File: config.mk
export PLATFORM = sky130hd
export DESIGN_NAME = ima4_adpcm_packet_decoder
export DESIGN_NICKNAME = d
export VERILOG_FILES = /design/src/ima4_pkg.sv /design/src/ima4_front.sv /design/src/ima4_cmdq.sv /design/src/ima4_back.sv /design/src/ima4_adpcm_packet_decoder.sv
export SDC_FILE = /design/constraint.sdc
export NUM_CORES = 1
export LEC_CHECK = 0
export BUFFER_PORTS_ARGS = -buffer_cell sky130_fd_sc_hd__buf_4
export CAP_MARGIN = 20
export CORE_MARGIN = 3
export CORE_UTILIZATION = 30
export CTS_CLUSTER_SIZE = 20
export DETAILED_ROUTE_END_ITERATION = 7
export PLACE_DENSITY = 0.45
export SLEW_MARGIN = 20
export SYNTH_ARGS = -nofsm -noshare
export SYNTH_HDL_FRONTEND = slang
export SYNTH_SLANG_ARGS = --single-unit
File: constraint.sdc
create_clock -name clk -period 12.9 [get_ports clk]
set_input_delay 1.29 -clock clk [delete_from_list [all_inputs] [get_ports clk]]
set_output_delay 1.29 -clock clk [all_outputs]
set_load 0.05 [all_outputs]
File: src/ima4_pkg.sv
// ----------------------------------------------------------------------------
// ima4_pkg
// Shared types, constants and tables for the IMA4 ADPCM packet decoder.
// ----------------------------------------------------------------------------
package ima4_pkg;

    // packet layout
    localparam int DATA_BYTES = 32;
    localparam int BPOS_W     = $clog2(DATA_BYTES + 2);
    localparam int DIDX_W     = 5;

    // queue sizes
    localparam int CMDQ_DEPTH = 2;
    localparam int CMDQ_AW    = 1;
    localparam int OUTQ_DEPTH = 4;
    localparam int OUTQ_AW    = 2;

    // configuration register map
    localparam int          ADDR_W          = 3;
    localparam logic [0:0]  REG_STEREO_MODE = 1'b0;

    // step index limits
    localparam logic [6:0] STEP_IDX_MAX = 7'd88;

    typedef enum logic [0:0] {
        CMD_INIT = 1'b0,
        CMD_DATA = 1'b1
    } cmd_kind_t;

    // request passed from front end to decode back end
    typedef struct packed {
        cmd_kind_t          kind;
        logic [15:0]        hdr;
        logic               chan;
        logic [DIDX_W-1:0]  didx;
        logic               last;
    } cmd_t;

    // one decoded result
    typedef struct packed {
        logic signed [15:0] sample;
        logic               channel;
        logic [5:0]         sample_index;
        logic               last_of_byte;
        logic               end_of_packet;
    } res_t;

    localparam logic [14:0] STEP_TAB [0:88] = '{
        15'd7,     15'd8,     15'd9,     15'd10,    15'd11,
        15'd12,    15'd13,    15'd14,    15'd16,    15'd17,
        15'd19,    15'd21,    15'd23,    15'd25,    15'd28,
        15'd31,    15'd34,    15'd37,    15'd41,    15'd45,
        15'd50,    15'd55,    15'd60,    15'd66,    15'd73,
        15'd80,    15'd88,    15'd97,    15'd107,   15'd118,
        15'd130,   15'd143,   15'd157,   15'd173,   15'd190,
        15'd209,   15'd230,   15'd253,   15'd279,   15'd307,
        15'd337,   15'd371,   15'd408,   15'd449,   15'd494,
        15'd544,   15'd598,   15'd658,   15'd724,   15'd796,
        15'd876,   15'd963,   15'd1060,  15'd1166,  15'd1282,
        15'd1411,  15'd1552,  15'd1707,  15'd1878,  15'd2066,
        15'd2272,  15'd2499,  15'd2749,  15'd3024,  15'd3327,
        15'd3660,  15'd4026,  15'd4428,  15'd4871,  15'd5358,
        15'd5894,  15'd6484,  15'd7132,  15'd7845,  15'd8630,
        15'd9493,  15'd10442, 15'd11487, 15'd12635, 15'd13899,
        15'd15289, 15'd16818, 15'd18500, 15'd20350, 15'd22385,
        15'd24623, 15'd27086, 15'd29794, 15'd32767
    };

    // step size for a step index, indexes above the top read the last entry
    function automatic logic [14:0] step_lookup(input logic [6:0] idx);
        logic [14:0] val;
        if (idx > STEP_IDX_MAX)
            val = STEP_TAB[STEP_IDX_MAX];
        else
            val = STEP_TAB[idx];
        return val;
    endfunction

    // step index adjustment from the magnitude bits of a nibble
    function automatic logic signed [4:0] idx_adj(input logic [2:0] mag);
        logic signed [4:0] val;
        unique case (mag)
            3'd4:    val = 5'sd2;
            3'd5:    val = 5'sd4;
            3'd6:    val = 5'sd6;
            3'd7:    val = 5'sd8;
            default: val = -5'sd1;
        endcase
        return val;
    endfunction

    // clamp a header step index to the table range
    function automatic logic [6:0] clamp_hdr_idx(input logic [6:0] idx);
        return (idx > STEP_IDX_MAX) ? STEP_IDX_MAX : idx;
    endfunction

endpackage

File: src/ima4_front.sv
// ----------------------------------------------------------------------------
// ima4_front
// Byte front end: tracks packet position and channel, turns header and data
// bytes into decode requests.
// ----------------------------------------------------------------------------
module ima4_front
    import ima4_pkg::*;
(
    input  logic  clk,
    input  logic  rst_n,
    input  logic  stereo_mode,
    input  logic  push,
    input  logic  [7:0] byte_in,
    input  logic  cmdq_full,
    output logic  full,
    output logic  cmd_push,
    output cmd_t  cmd
);

    logic [BPOS_W-1:0] bpos_reg, bpos_next;
    logic [7:0]        hdr_hi_reg, hdr_hi_next;
    logic              chan_reg, chan_next;
    logic [BPOS_W-1:0] data_off;
    logic              accept;
    logic              last;

    assign full     = cmdq_full;
    assign accept   = push && !cmdq_full;
    assign data_off = bpos_reg - BPOS_W'(2);
    assign last     = (bpos_reg == BPOS_W'(DATA_BYTES + 1));

    // request built from the current byte
    always_comb
    begin
        cmd.kind = (bpos_reg == BPOS_W'(1)) ? CMD_INIT : CMD_DATA;
        cmd.hdr  = {hdr_hi_reg, byte_in};
        cmd.chan = chan_reg & stereo_mode;
        cmd.didx = data_off[DIDX_W-1:0];
        cmd.last = last;
    end

    // the first header byte is only held, every later byte makes a request
    assign cmd_push = accept && (bpos_reg != '0);

    // packet position and channel tracking
    always_comb
    begin
        bpos_next   = bpos_reg;
        hdr_hi_next = hdr_hi_reg;
        chan_next   = chan_reg;
        if (accept)
        begin
            if (bpos_reg == '0)
            begin
                hdr_hi_next = byte_in;
                bpos_next   = BPOS_W'(1);
            end
            else if (bpos_reg == BPOS_W'(1))
            begin
                bpos_next = BPOS_W'(2);
            end
            else if (last)
            begin
                bpos_next = '0;
                chan_next = stereo_mode ? !chan_reg : 1'b0;
            end
            else
            begin
                bpos_next = bpos_reg + BPOS_W'(1);
            end
        end
    end

    always_ff @(posedge clk or negedge rst_n)
    begin
        if (!rst_n)
        begin
            bpos_reg   <= '0;
            hdr_hi_reg <= '0;
            chan_reg   <= 1'b0;
        end
        else
        begin
            bpos_reg   <= bpos_next;
            hdr_hi_reg <= hdr_hi_next;
            chan_reg   <= chan_next;
        end
    end

endmodule

File: src/ima4_cmdq.sv
// ----------------------------------------------------------------------------
// ima4_cmdq
// Short show-ahead queue of decode requests between front end and back end.
// ----------------------------------------------------------------------------
module ima4_cmdq
    import ima4_pkg::*;
(
    input  logic  clk,
    input  logic  rst_n,
    input  logic  wr_en,
    input  cmd_t  wr_data,
    output logic  full,
    input  logic  rd_en,
    output cmd_t  rd_data,
    output logic  valid
);

    cmd_t                 mem_reg [CMDQ_DEPTH];
    logic [CMDQ_AW-1:0]   wr_ptr_reg, rd_ptr_reg;
    logic [CMDQ_AW:0]     count_reg, count_next;
    logic                 do_wr, do_rd;

    assign full    = (count_reg == (CMDQ_AW+1)'(CMDQ_DEPTH));
    assign valid   = (count_reg != '0);
    assign do_wr   = wr_en && !full;
    assign do_rd   = rd_en && valid;
    assign rd_data = mem_reg[rd_ptr_reg];

    // occupancy
    always_comb
    begin
        count_next = count_reg;
        if (do_wr && !do_rd)
            count_next = count_reg + (CMDQ_AW+1)'(1);
        else if (do_rd && !do_wr)
            count_next = count_reg - (CMDQ_AW+1)'(1);
    end

    // storage
    always_ff @(posedge clk)
    begin
        if (do_wr)
            mem_reg[wr_ptr_reg] <= wr_data;
    end

    // pointers
    always_ff @(posedge clk or negedge rst_n)
    begin
        if (!rst_n)
        begin
            wr_ptr_reg <= '0;
            rd_ptr_reg <= '0;
            count_reg  <= '0;
        end
        else
        begin
            if (do_wr)
                wr_ptr_reg <= wr_ptr_reg + CMDQ_AW'(1);
            if (do_rd)
                rd_ptr_reg <= rd_ptr_reg + CMDQ_AW'(1);
            count_reg <= count_next;
        end
    end

endmodule

File: src/ima4_back.sv
// ----------------------------------------------------------------------------
// ima4_back
// Decode back end: loads predictor and step index from header requests and
// decodes one nibble per cycle into a small result queue while it has room.
// ----------------------------------------------------------------------------
module ima4_back
    import ima4_pkg::*;
(
    input  logic  clk,
    input  logic  rst_n,
    input  logic  cmd_valid,
    input  cmd_t  cmd,
    output logic  cmd_pop,
    input  logic  pop,
    output logic  empty,
    output res_t  res
);

    logic signed [15:0]   pred_reg, pred_next;
    logic [6:0]           sidx_reg, sidx_next;
    logic                 phase_reg, phase_next;

    res_t                 outq_reg [OUTQ_DEPTH];
    logic [OUTQ_AW-1:0]   wr_ptr_reg, rd_ptr_reg;
    logic [OUTQ_AW:0]     count_reg, count_next;
    logic                 outq_full;
    logic                 do_pop;

    logic                 do_init, do_data;
    logic [3:0]           nib;
    logic [14:0]          step;
    logic [16:0]          diff;
    logic signed [17:0]   psum;
    logic signed [15:0]   psat;
    logic signed [7:0]    idx_sum;
    logic [6:0]           idx_new;
    logic signed [15:0]   hdr_pred;
    res_t                 res_new;

    assign outq_full = (count_reg == (OUTQ_AW+1)'(OUTQ_DEPTH));
    assign empty     = (count_reg == '0);
    assign do_pop    = pop && !empty;
    assign res       = outq_reg[rd_ptr_reg];

    // request scheduling
    assign do_init = cmd_valid && (cmd.kind == CMD_INIT);
    assign do_data = cmd_valid && (cmd.kind == CMD_DATA) && !outq_full;
    assign cmd_pop = do_init || (do_data && phase_reg);

    // nibble datapath
    always_comb
    begin
        nib  = phase_reg ? cmd.hdr[7:4] : cmd.hdr[3:0];
        step = step_lookup(sidx_reg);
        diff = 17'(step >> 3);
        if (nib[2])
            diff = diff + 17'(step);
        if (nib[1])
            diff = diff + 17'(step >> 1);
        if (nib[0])
            diff = diff + 17'(step >> 2);
        if (nib[3])
            psum = 18'(pred_reg) - $signed({1'b0, diff});
        else
            psum = 18'(pred_reg) + $signed({1'b0, diff});
        if (psum < -18'sd32768)
            psat = 16'sh8000;
        else if (psum > 18'sd32767)
            psat = 16'sh7fff;
        else
            psat = psum[15:0];
        idx_sum = $signed({1'b0, sidx_reg}) + 8'(idx_adj(nib[2:0]));
        if (idx_sum < 8'sd0)
            idx_new = 7'd0;
        else if (idx_sum > $signed({1'b0, STEP_IDX_MAX}))
            idx_new = STEP_IDX_MAX;
        else
            idx_new = idx_sum[6:0];
    end

    // header load value, top nine bits with low seven cleared
    assign hdr_pred = {cmd.hdr[15:7], 7'd0};

    // result entry
    always_comb
    begin
        res_new.sample        = psat;
        res_new.channel       = cmd.chan;
        res_new.sample_index  = {cmd.didx, phase_reg};
        res_new.last_of_byte  = phase_reg;
        res_new.end_of_packet = phase_reg && cmd.last;
    end

    // decoder state update
    always_comb
    begin
        pred_next  = pred_reg;
        sidx_next  = sidx_reg;
        phase_next = phase_reg;
        if (do_init)
        begin
            pred_next = hdr_pred;
            sidx_next = clamp_hdr_idx(cmd.hdr[6:0]);
        end
        else if (do_data)
        begin
            pred_next  = psat;
            sidx_next  = idx_new;
            phase_next = !phase_reg;
        end
    end

    // result queue occupancy
    always_comb
    begin
        count_next = count_reg;
        if (do_data && !do_pop)
            count_next = count_reg + (OUTQ_AW+1)'(1);
        else if (do_pop && !do_data)
            count_next = count_reg - (OUTQ_AW+1)'(1);
    end

    // result storage
    always_ff @(posedge clk)
    begin
        if (do_data)
            outq_reg[wr_ptr_reg] <= res_new;
    end

    always_ff @(posedge clk or negedge rst_n)
    begin
        if (!rst_n)
        begin
            pred_reg   <= '0;
            sidx_reg   <= '0;
            phase_reg  <= 1'b0;
            wr_ptr_reg <= '0;
            rd_ptr_reg <= '0;
            count_reg  <= '0;
        end
        else
        begin
            pred_reg  <= pred_next;
            sidx_reg  <= sidx_next;
            phase_reg <= phase_next;
            if (do_data)
                wr_ptr_reg <= wr_ptr_reg + OUTQ_AW'(1);
            if (do_pop)
                rd_ptr_reg <= rd_ptr_reg + OUTQ_AW'(1);
            count_reg <= count_next;
        end
    end

endmodule

File: src/ima4_adpcm_packet_decoder.sv
// ----------------------------------------------------------------------------
// ima4_adpcm_packet_decoder
// IMA4 ADPCM packet decoder: one byte in per request, two 16-bit samples out
// per data byte, with channel tag and position within the packet.
// ----------------------------------------------------------------------------
// Path: a data byte's request is registered in the request queue and stays at
//   its head until both nibble samples are registered in the result queue.
// Throughput: one header byte per cycle while the request queue has room; the
//   datapath decodes one sample per cycle unless the result queue is full.
// Reset: rst_n clears position, predictor, step index, channel, queues and
//   stereo_mode at once; no clearing pass.
module ima4_adpcm_packet_decoder
    import ima4_pkg::*;
(
    input  logic                 clk,
    input  logic                 rst_n,
    // configuration port
    input  logic                 psel,
    input  logic                 penable,
    input  logic                 pwrite,
    input  logic [ADDR_W-1:0]    paddr,
    input  logic [31:0]          pwdata,
    output logic [31:0]          prdata,
    output logic                 pready,
    // byte input
    input  logic                 push,
    input  logic [7:0]           byte_in,
    output logic                 full,
    // sample output
    output logic                 empty,
    input  logic                 pop,
    output logic signed [15:0]   sample,
    output logic                 channel,
    output logic [5:0]           sample_index,
    output logic                 last_of_byte,
    output logic                 end_of_packet
);

    logic   stereo_reg;
    logic   cfg_wr;
    logic   cmdq_full;
    logic   cmd_push;
    cmd_t   cmd_in;
    cmd_t   cmd_head;
    logic   cmd_valid;
    logic   cmd_pop;
    res_t   res;

    // configuration register
    assign pready = 1'b1;
    assign cfg_wr = psel && penable && pwrite && pready;
    assign prdata = (paddr[2] == REG_STEREO_MODE) ? {31'd0, stereo_reg} : 32'd0;

    always_ff @(posedge clk or negedge rst_n)
    begin
        if (!rst_n)
            stereo_reg <= 1'b0;
        else if (cfg_wr && (paddr[2] == REG_STEREO_MODE))
            stereo_reg <= pwdata[0];
    end

    // front end
    ima4_front u_front (
        .clk         (clk),
        .rst_n       (rst_n),
        .stereo_mode (stereo_reg),
        .push        (push),
        .byte_in     (byte_in),
        .cmdq_full   (cmdq_full),
        .full        (full),
        .cmd_push    (cmd_push),
        .cmd         (cmd_in)
    );

    // request queue
    ima4_cmdq u_cmdq (
        .clk     (clk),
        .rst_n   (rst_n),
        .wr_en   (cmd_push),
        .wr_data (cmd_in),
        .full    (cmdq_full),
        .rd_en   (cmd_pop),
        .rd_data (cmd_head),
        .valid   (cmd_valid)
    );

    // decode back end
    ima4_back u_back (
        .clk       (clk),
        .rst_n     (rst_n),
        .cmd_valid (cmd_valid),
        .cmd       (cmd_head),
        .cmd_pop   (cmd_pop),
        .pop       (pop),
        .empty     (empty),
        .res       (res)
    );

    assign sample        = res.sample;
    assign channel       = res.channel;
    assign sample_index  = res.sample_index;
    assign last_of_byte  = res.last_of_byte;
    assign end_of_packet = res.end_of_packet;

    // checks
    a_eop_on_high: assert property (@(posedge clk) disable iff (!rst_n)
        (!empty && end_of_packet) |-> last_of_byte)
        else $error("end of packet on a low-nibble sample");

    a_index_parity: assert property (@(posedge clk) disable iff (!rst_n)
        !empty |-> (sample_index[0] == last_of_byte))
        else $error("sample index parity does not match nibble");

    a_hdr_hi_no_req: assert property (@(posedge clk) disable iff (!rst_n)
        (cmd_push && cmd_in.kind == CMD_INIT) |=> !(cmd_push && cmd_in.kind == CMD_INIT))
        else $error("two header requests in a row");

    a_pop_only_valid: assert property (@(posedge clk) disable iff (!rst_n)
        cmd_pop |-> cmd_valid)
        else $error("request taken from an empty queue");

endmodule
Word level (Yosys, flattened, before mapping)
Memory sizes are Yosys's and may differ from the RTL's.
Index checks and enable logic that the tools add are counted.
{"block": "word_totals", "inputBits": 50, "output_inout_bits": 60, "wordCells": 123, "rom_bits": 1920, "latch_bits": 0, "memories": 3, "register_bits": 51, "ram_bits": 148}
{"name": "(name not given)", "words": 128, "word_bits": 15, "rd": 1, "rd_clocked_by_memory_dff": 0, "write_ports": 0, "line": "ima4_pkg.sv:75", "text": "val = STEP_TAB[idx];"}
{"name": "u_back.outq_reg", "words": 4, "word_bits": 25, "rd": 1, "rd_clocked_by_memory_dff": 0, "write_ports": 1, "line": "ima4_back.sv:23", "text": "res_t outq_reg [OUTQ_DEPTH];"}
{"name": "u_cmdq.mem_reg", "words": 2, "word_bits": 24, "rd": 1, "rd_clocked_by_memory_dff": 0, "write_ports": 1, "line": "ima4_cmdq.sv:18", "text": "cmd_t mem_reg [CMDQ_DEPTH];"}
{"block": "classes", "n_shift": 0, "n_reduce_logical": 37, "eq_ne": 8, "n_bitwise": 7, "n_div": 0, "n_lt_le_gt_ge": 7, "addsub": 16, "n_mul": 0, "muxes": 32}
{"op": "16-bit two-way mux", "n": 4}
{"op": "17-bit two-way mux", "n": 3}
{"op": "15-bit two-way mux", "n": 3}
{"op": "7-bit two-way mux", "n": 5}
{"op": "5-bit one-hot mux with 4 select lines", "n": 1}
{"op": "16-bit by 18-bit adder with 18-bit output", "n": 1}
{"op": "18-bit by 16-bit > comparator with 1-bit output, second input constant", "n": 1}
{"op": "18-bit by 16-bit less-than comparator with 1-bit output, second input constant", "n": 1}
{"op": "18-bit two-way mux", "n": 1}
{"op": "6-bit two-way mux", "n": 3}
{"op": "16-bit by 18-bit subtractor with 18-bit output", "n": 1}
{"op": "17-bit by 13-bit adder with 17-bit output", "n": 1}
{"op": "17-bit by 14-bit adder with 17-bit output", "n": 1}
{"op": "1-bit logical AND", "n": 17}
{"op": "12-bit by 15-bit adder with 16-bit output", "n": 1}
{"op": "3-bit equality test, second input constant", "n": 5}
{"op": "7-bit > comparator, second input constant", "n": 2}
{"op": "1-bit logical NOT", "n": 9}
{"op": "8-bit by 5-bit adder with 8-bit output", "n": 1}
{"op": "8-bit greater-or-equal comparator, second input constant", "n": 1}
{"op": "8-bit > comparator, second input constant", "n": 1}
{"op": "8-bit by 1-bit less-than comparator with 1-bit output, second input constant", "n": 1}
{"op": "7-bit NOT with 8-bit output", "n": 1}
{"op": "2-bit nonzero test", "n": 4}
{"op": "other kinds (22)", "n": 38}

Longest topological paths before layout
{"block": "logic_depth", "ltp_word": 18, "depth_mapped": 56}

Hierarchy
Synthesis repeated with hierarchy kept, for this count alone.
{"block": "unflattened", "hier_cells": 1456, "hier_area_um2": 14903.0}
{"mod": "ima4_back", "n_inst": 1, "area_per_inst_um2": 11695.0, "cells_per_inst": 1241}
{"mod": "ima4_cmdq", "n_inst": 1, "area_per_inst_um2": 2034.5, "cells_per_inst": 94}
{"mod": "ima4_front", "n_inst": 1, "area_per_inst_um2": 872.1, "cells_per_inst": 83}
{"mod": "ima4_adpcm_packet_decoder", "n_inst": 1, "area_per_inst_um2": 301.5, "cells_per_inst": 38}

Worst setup path after synthesis
OpenSTA, ideal clock, no wires.
{"block": "synth_path", "path_kind": "reg2reg", "from": "register u_back.sidx_reg[1]", "to": "memory u_back.outq_reg[0][18] (netlist name) (data pin)", "slack_ps": 2748, "n_path_buf": 7, "setup_time_ps": 268, "required_ps": 12632, "synth_period_minus_slack_ps": 10152, "arrival_ps": 9884, "stages_incl_launch_ff": 55, "cell_sequence": "dfrtp_1 buf_4 clkbuf_1 inv_1 ha_1 clkbuf_1 nor2b_1 o21ai_0 nand2_1 o2111a_1 buf_6 nand2_1 ha_1 fa_1 a21oi_1 nand4_1 o211ai_1 a21oi_1 [... 19 more ...] nor2b_1 nand3_1 nand2_1 xor2_1 ha_1 o21a_1 o21ai_0 nand2b_1 nand2_1 a21oi_1 o21ai_0 and2_1 xnor2_1 or2_2 clkbuf_1 buf_2 a22oi_1 nor2_1"}
{"block": "synth_via", "elab_chain_len": 16, "word_cells_on_any_way": 19}
{"item": "start: declaration", "line": "ima4_back.sv:20", "text": "logic [6:0] sidx_reg, sidx_next;"}
{"item": "start signal: assignment", "line": "ima4_back.sv:144", "text": "sidx_reg <= sidx_next;"}
{"item": "7-bit NOT with 8-bit output (implied by the code)", "line": "ima4_pkg.sv:75"}
{"item": "memory read 128 x 15 bit"}
{"item": "15-bit two-way mux (implied by the code) (2 in series)", "line": "ima4_pkg.sv:75"}
{"item": "15-bit two-way mux (*)", "line": "ima4_pkg.sv:72", "text": "if (idx > STEP_IDX_MAX)"}
{"item": "12-bit by 15-bit adder with 16-bit output", "line": "ima4_back.sv:57", "text": "diff = diff + 17'(step);"}
{"item": "17-bit two-way mux", "line": "ima4_back.sv:56", "text": "if (nib[2])"}
{"item": "17-bit by 14-bit adder with 17-bit output", "line": "ima4_back.sv:59", "text": "diff = diff + 17'(step >> 1);"}
{"item": "17-bit two-way mux", "line": "ima4_back.sv:58", "text": "if (nib[1])"}
{"item": "17-bit by 13-bit adder with 17-bit output", "line": "ima4_back.sv:61", "text": "diff = diff + 17'(step >> 2);"}
{"item": "17-bit two-way mux (*)", "line": "ima4_back.sv:60", "text": "if (nib[0])"}
{"item": "16-bit by 18-bit adder with 18-bit output / 16-bit by 18-bit subtractor with 18-bit output (equally long branches)", "line": "ima4_back.sv:65, ima4_back.sv:63"}
{"item": "18-bit two-way mux (*)", "line": "ima4_back.sv:62", "text": "if (nib[3])"}
{"item": "18-bit by 16-bit > comparator with 1-bit output", "line": "ima4_back.sv:68", "text": "else if (psum > 18'sd32767)"}
{"item": "16-bit two-way mux", "line": "ima4_back.sv:68"}
{"item": "16-bit two-way mux (*)", "line": "ima4_back.sv:66", "text": "if (psum < -18'sd32768)"}
{"item": "via u_back.psat[9]", "line": "ima4_back.sv:34", "text": "logic signed [15:0] psat;"}
{"item": "end: declaration", "line": "ima4_back.sv:23"}
Mark *: on every way through the listed nets, which the timed path passes. The rest lies on a longest branch. The select of a mux whose other input is x is not followed.

Worst setup path in the final report
{"block": "layout_path", "from": "register u_back.sidx_reg[3]", "to": "memory u_back.outq_reg[2][15] (netlist name) (data pin)"}
Same word-level chain as after synthesis.

==> results.cfg <==
[synth]
ys.flop_type = edfxtp_1
synth_fa_ha_area_share_pct = 7.87
synth-compound-area-share_pct = 21.0
syn_area_um2 = 14800
yosysSeqAreaShare_pct = 37.9
synth.avg_cell_area_um2 = 9.96
synth_edf_count = 144
synth_xor_area_share_pct = 4.19
synth.distinct_cells = 100
ys_ff_latch = 195
syn_inst = 1484
muxShareOfSynthArea_pct = 9.17
async_flop_share_pct = 26.2
yosys_warnings = 0
synthSimpleGateAreaFrac_pct = 13.8
synth_top_family_by_area = compound AO/OA/AOI/OAI gates

[finish]
nNetsFinal = 1639
final_core_utilization_pct = 33.7
layout-drive-gt1-share_pct = 13.7
antenna_cells = 0
syn_to_final_growth_pct = 9.72
largest_reg_flops = 96

[floorplan]
coreArea_um2 = 48100
initial_core_util_pct = 30.7
fp.dieArea_um2 = 52000
die_width_um = 228
dieHeight_um = 228
pin_count = 110
rows = 80

[worst_setup_path]
reg2reg_slack_ps = 1410
worstPathArrival_ps = 11680
endpoint_kind = register
cp_common_cell = a21oi_1
crit_fanout = 46
reg2regPathDepth = 46
crit_required_ps = 13090
slowest_stage = dfrtp_2
critPathKind = register to register
slowest_delay_ps = 860
worstReg2RegStart = u_back.sidx_reg[3]$_DFFE_PN0P_
timing.rr.end = u_back.outq_reg[2][15]$_DFFE_PP_
critPathLaunchType = register

[sta]
period_needed_ps = 11490
slew_headroom_pct = 32.0
tns_ps = 0
final.period_utilization_pct = 89.1
hold_viol = 0
skew_ps = 7.02
drv_slew = 0
tightest_slew_ps = 1020
rsz0062_at_grt = false
max_freq_ghz = 0.0870
final-setup-viol-count = 0

[routing]
wirelength_um = 40300
drc_errors = 0
wire_per_inst_um = 18.6
first_pass_iters = 5
first_iter_violations = 744
avgViaCountPerCell = 5.25
route.vias.total = 11400
drtAntennaViolNets = 0

[clock_network]
clock-sinks = 195
clk_pin_slew_ps = 60
cts_buffer_depth = 2
clk_latency_ps = 430
numCtsBuffers = 17
cts_tree = yes
hold_buffers = 0
cts_setup_buffers = 0
cts_resized = 0
htreeDepth = 4
root_buffer = clkbuf_16

[hold_path]
whs_path_depth = 0
hp-class = register to register
worstHoldStart = u_front.hdr_hi_reg[6]$_DFFE_PN0P_
hold_path_end = u_cmdq.mem_reg[0][21]$_DFFE_PP_

[global_route]
grt_util_all_layers_pct = 15.1
grt_antenna_before_repair = 0
grt_pass1_vias = 10900
grt_pass1_wl_um = 63000
grt_remaining_overflow = 0
grt_max_degree = 52

[placement]
hpwl_um = 29700
globalplace.congestion = 0.835
port-buffer-count = 44

[job]
maxCapViolations = 0

[status]
status = complete, no violations
worst max-delay path by stage:
stage / end / start / slack, ps / cells past startpoint
global route: u_back.outq_reg[1][15]$_DFFE_PP_ / u_back.sidx_reg[3]$_DFFE_PN0P_ / 580 / 46
finish: u_back.outq_reg[2][15]$_DFFE_PP_ / u_back.sidx_reg[3]$_DFFE_PN0P_ / 1410 / 46
detailed placement: u_back.outq_reg[0][15]$_DFFE_PP_ / u_back.sidx_reg[3]$_DFFE_PN0P_ / 1580 / 46
floorplan: u_back.outq_reg[0][18]$_DFFE_PP_ / u_back.sidx_reg[1]$_DFFE_PN0P_ / 2750 / 54
CTS: u_back.outq_reg[2][15]$_DFFE_PP_ / u_back.sidx_reg[3]$_DFFE_PN0P_ / 1490 / 46
global placement: u_back.outq_reg[0][15]$_DFFE_PP_ / u_back.sidx_reg[3]$_DFFE_PN0P_ / 1590 / 46
placed cells by master (no fill, tap or decap), types with 19 or more instances in the layout:
cell and instances:
a211oi_1 24, a21o_1 27, a21oi_1 120, and2_1 22, buf_4 71, conb_1 32, dfrtp_1 47, edfxtp_1 144
ha_1 85, inv_1 67, mux2_2 28, mux2i_1 41, mux4_2 27, nand2_1 100, nand2b_1 24, nand3_1 38
nor2_1 91, nor2b_1 28, nor3_1 22, o21ai_0 73, o31ai_1 19, xnor2_1 44, xor2_1 23
synth_stat cells (8+ instances only):
master | number | area share [%]
a211o_1 | 10 | 0.59
a211oi_1 | 24 | 1.2
a21o_1 | 27 | 1.4
a21oi_1 | 120 | 4.1
a31oi_1 | 17 | 0.72
and2_1 | 22 | 0.93
and3_1 | 13 | 0.55
buf_1 | 12 | 0.30
buf_2 | 8 | 0.27
buf_4 | 45 | 2.3
clkbuf_1 | 34 | 0.86
dfrtp_1 | 51 | 8.6
edfxtp_1 | 144 | 29
ha_1 | 85 | 7.2
inv_1 | 67 | 1.7
mux2_2 | 28 | 2.1
mux2i_1 | 42 | 2.8
mux4_2 | 27 | 4.1
nand2_1 | 100 | 2.5
nand2b_1 | 24 | 1.0
nand3_1 | 38 | 1.3
nand3b_1 | 8 | 0.41
nor2_1 | 93 | 2.4
nor2b_1 | 28 | 1.2
nor3_1 | 22 | 0.75
o211ai_1 | 9 | 0.46
o21a_1 | 15 | 0.76
o21ai_0 | 75 | 2.5
o21ai_1 | 16 | 0.54
o21bai_1 | 11 | 0.56
o221ai_1 | 11 | 0.65
o31ai_1 | 19 | 0.97
or2_2 | 11 | 0.47
or3_1 | 12 | 0.51
xnor2_1 | 44 | 2.6
xor2_1 | 23 | 1.4
cell families (layout without fill, tap and decap cells):
group / Yosys count / after routing
AO/OA/AOI/OAI: 449 / 449
XOR/XNOR: 69 / 69
adder cells (fa/ha/maj): 90 / 90
buffers and inverters: 176 / 173
flip-flops: 195 / 195
multiplexers: 98 / 98
other: 2 / 32
AND/OR/NAND/NOR: 405 / 405
worst max-delay path, delay by kind of cell (launching register included):
kind	cells	cell delay [ps]
compound gates	20	4180
simple gates	13	2820
fa+ha+maj	4	1480
buf+inv	4	1020
flops	1	860
xor+xnor	4	590
mux	1	280
layout make-up:
class	instances	area [µm²]
Fill cell	4892	31900
Inverter	70	263
Tap cell	656	821
Clock inverter	11	138
Timing Repair Buffer	72	544
Clock buffer	20	437
Sequential cell	195	5610
Multi-Input combinational cell	1143	8410
through the flow:
| stage | cell area (µm²) | setup WS [ps] | cells | hold WS, ps |
|---|---|---|---|---|
| 2_1_floorplan | 14900 | 2750 | 1514 | 437 |
| 3_3_place_gp | 15600 | 1590 | 2135 | 445 |
| 3_5_place_dp | 15600 | 1580 | 2136 | 452 |
| 4_1_cts | 16200 | 1490 | 2167 | 467 |
| 5_1_grt | 16200 | 581 | 2167 | 483 |
| 6_report | 16200 | 1410 | 2167 | 466 |
routing by layer:
layer / routed length [µm] / track usage, %
met1: 19800 / 21.9
met2: 18300 / 23.9
met3: 1690 / 2.57
met4: 574 / 3.08
met5: 0 / 0
Power is not shown: default switching activity piles up to over one toggle a cycle in this logic, so the estimate is an artifact.
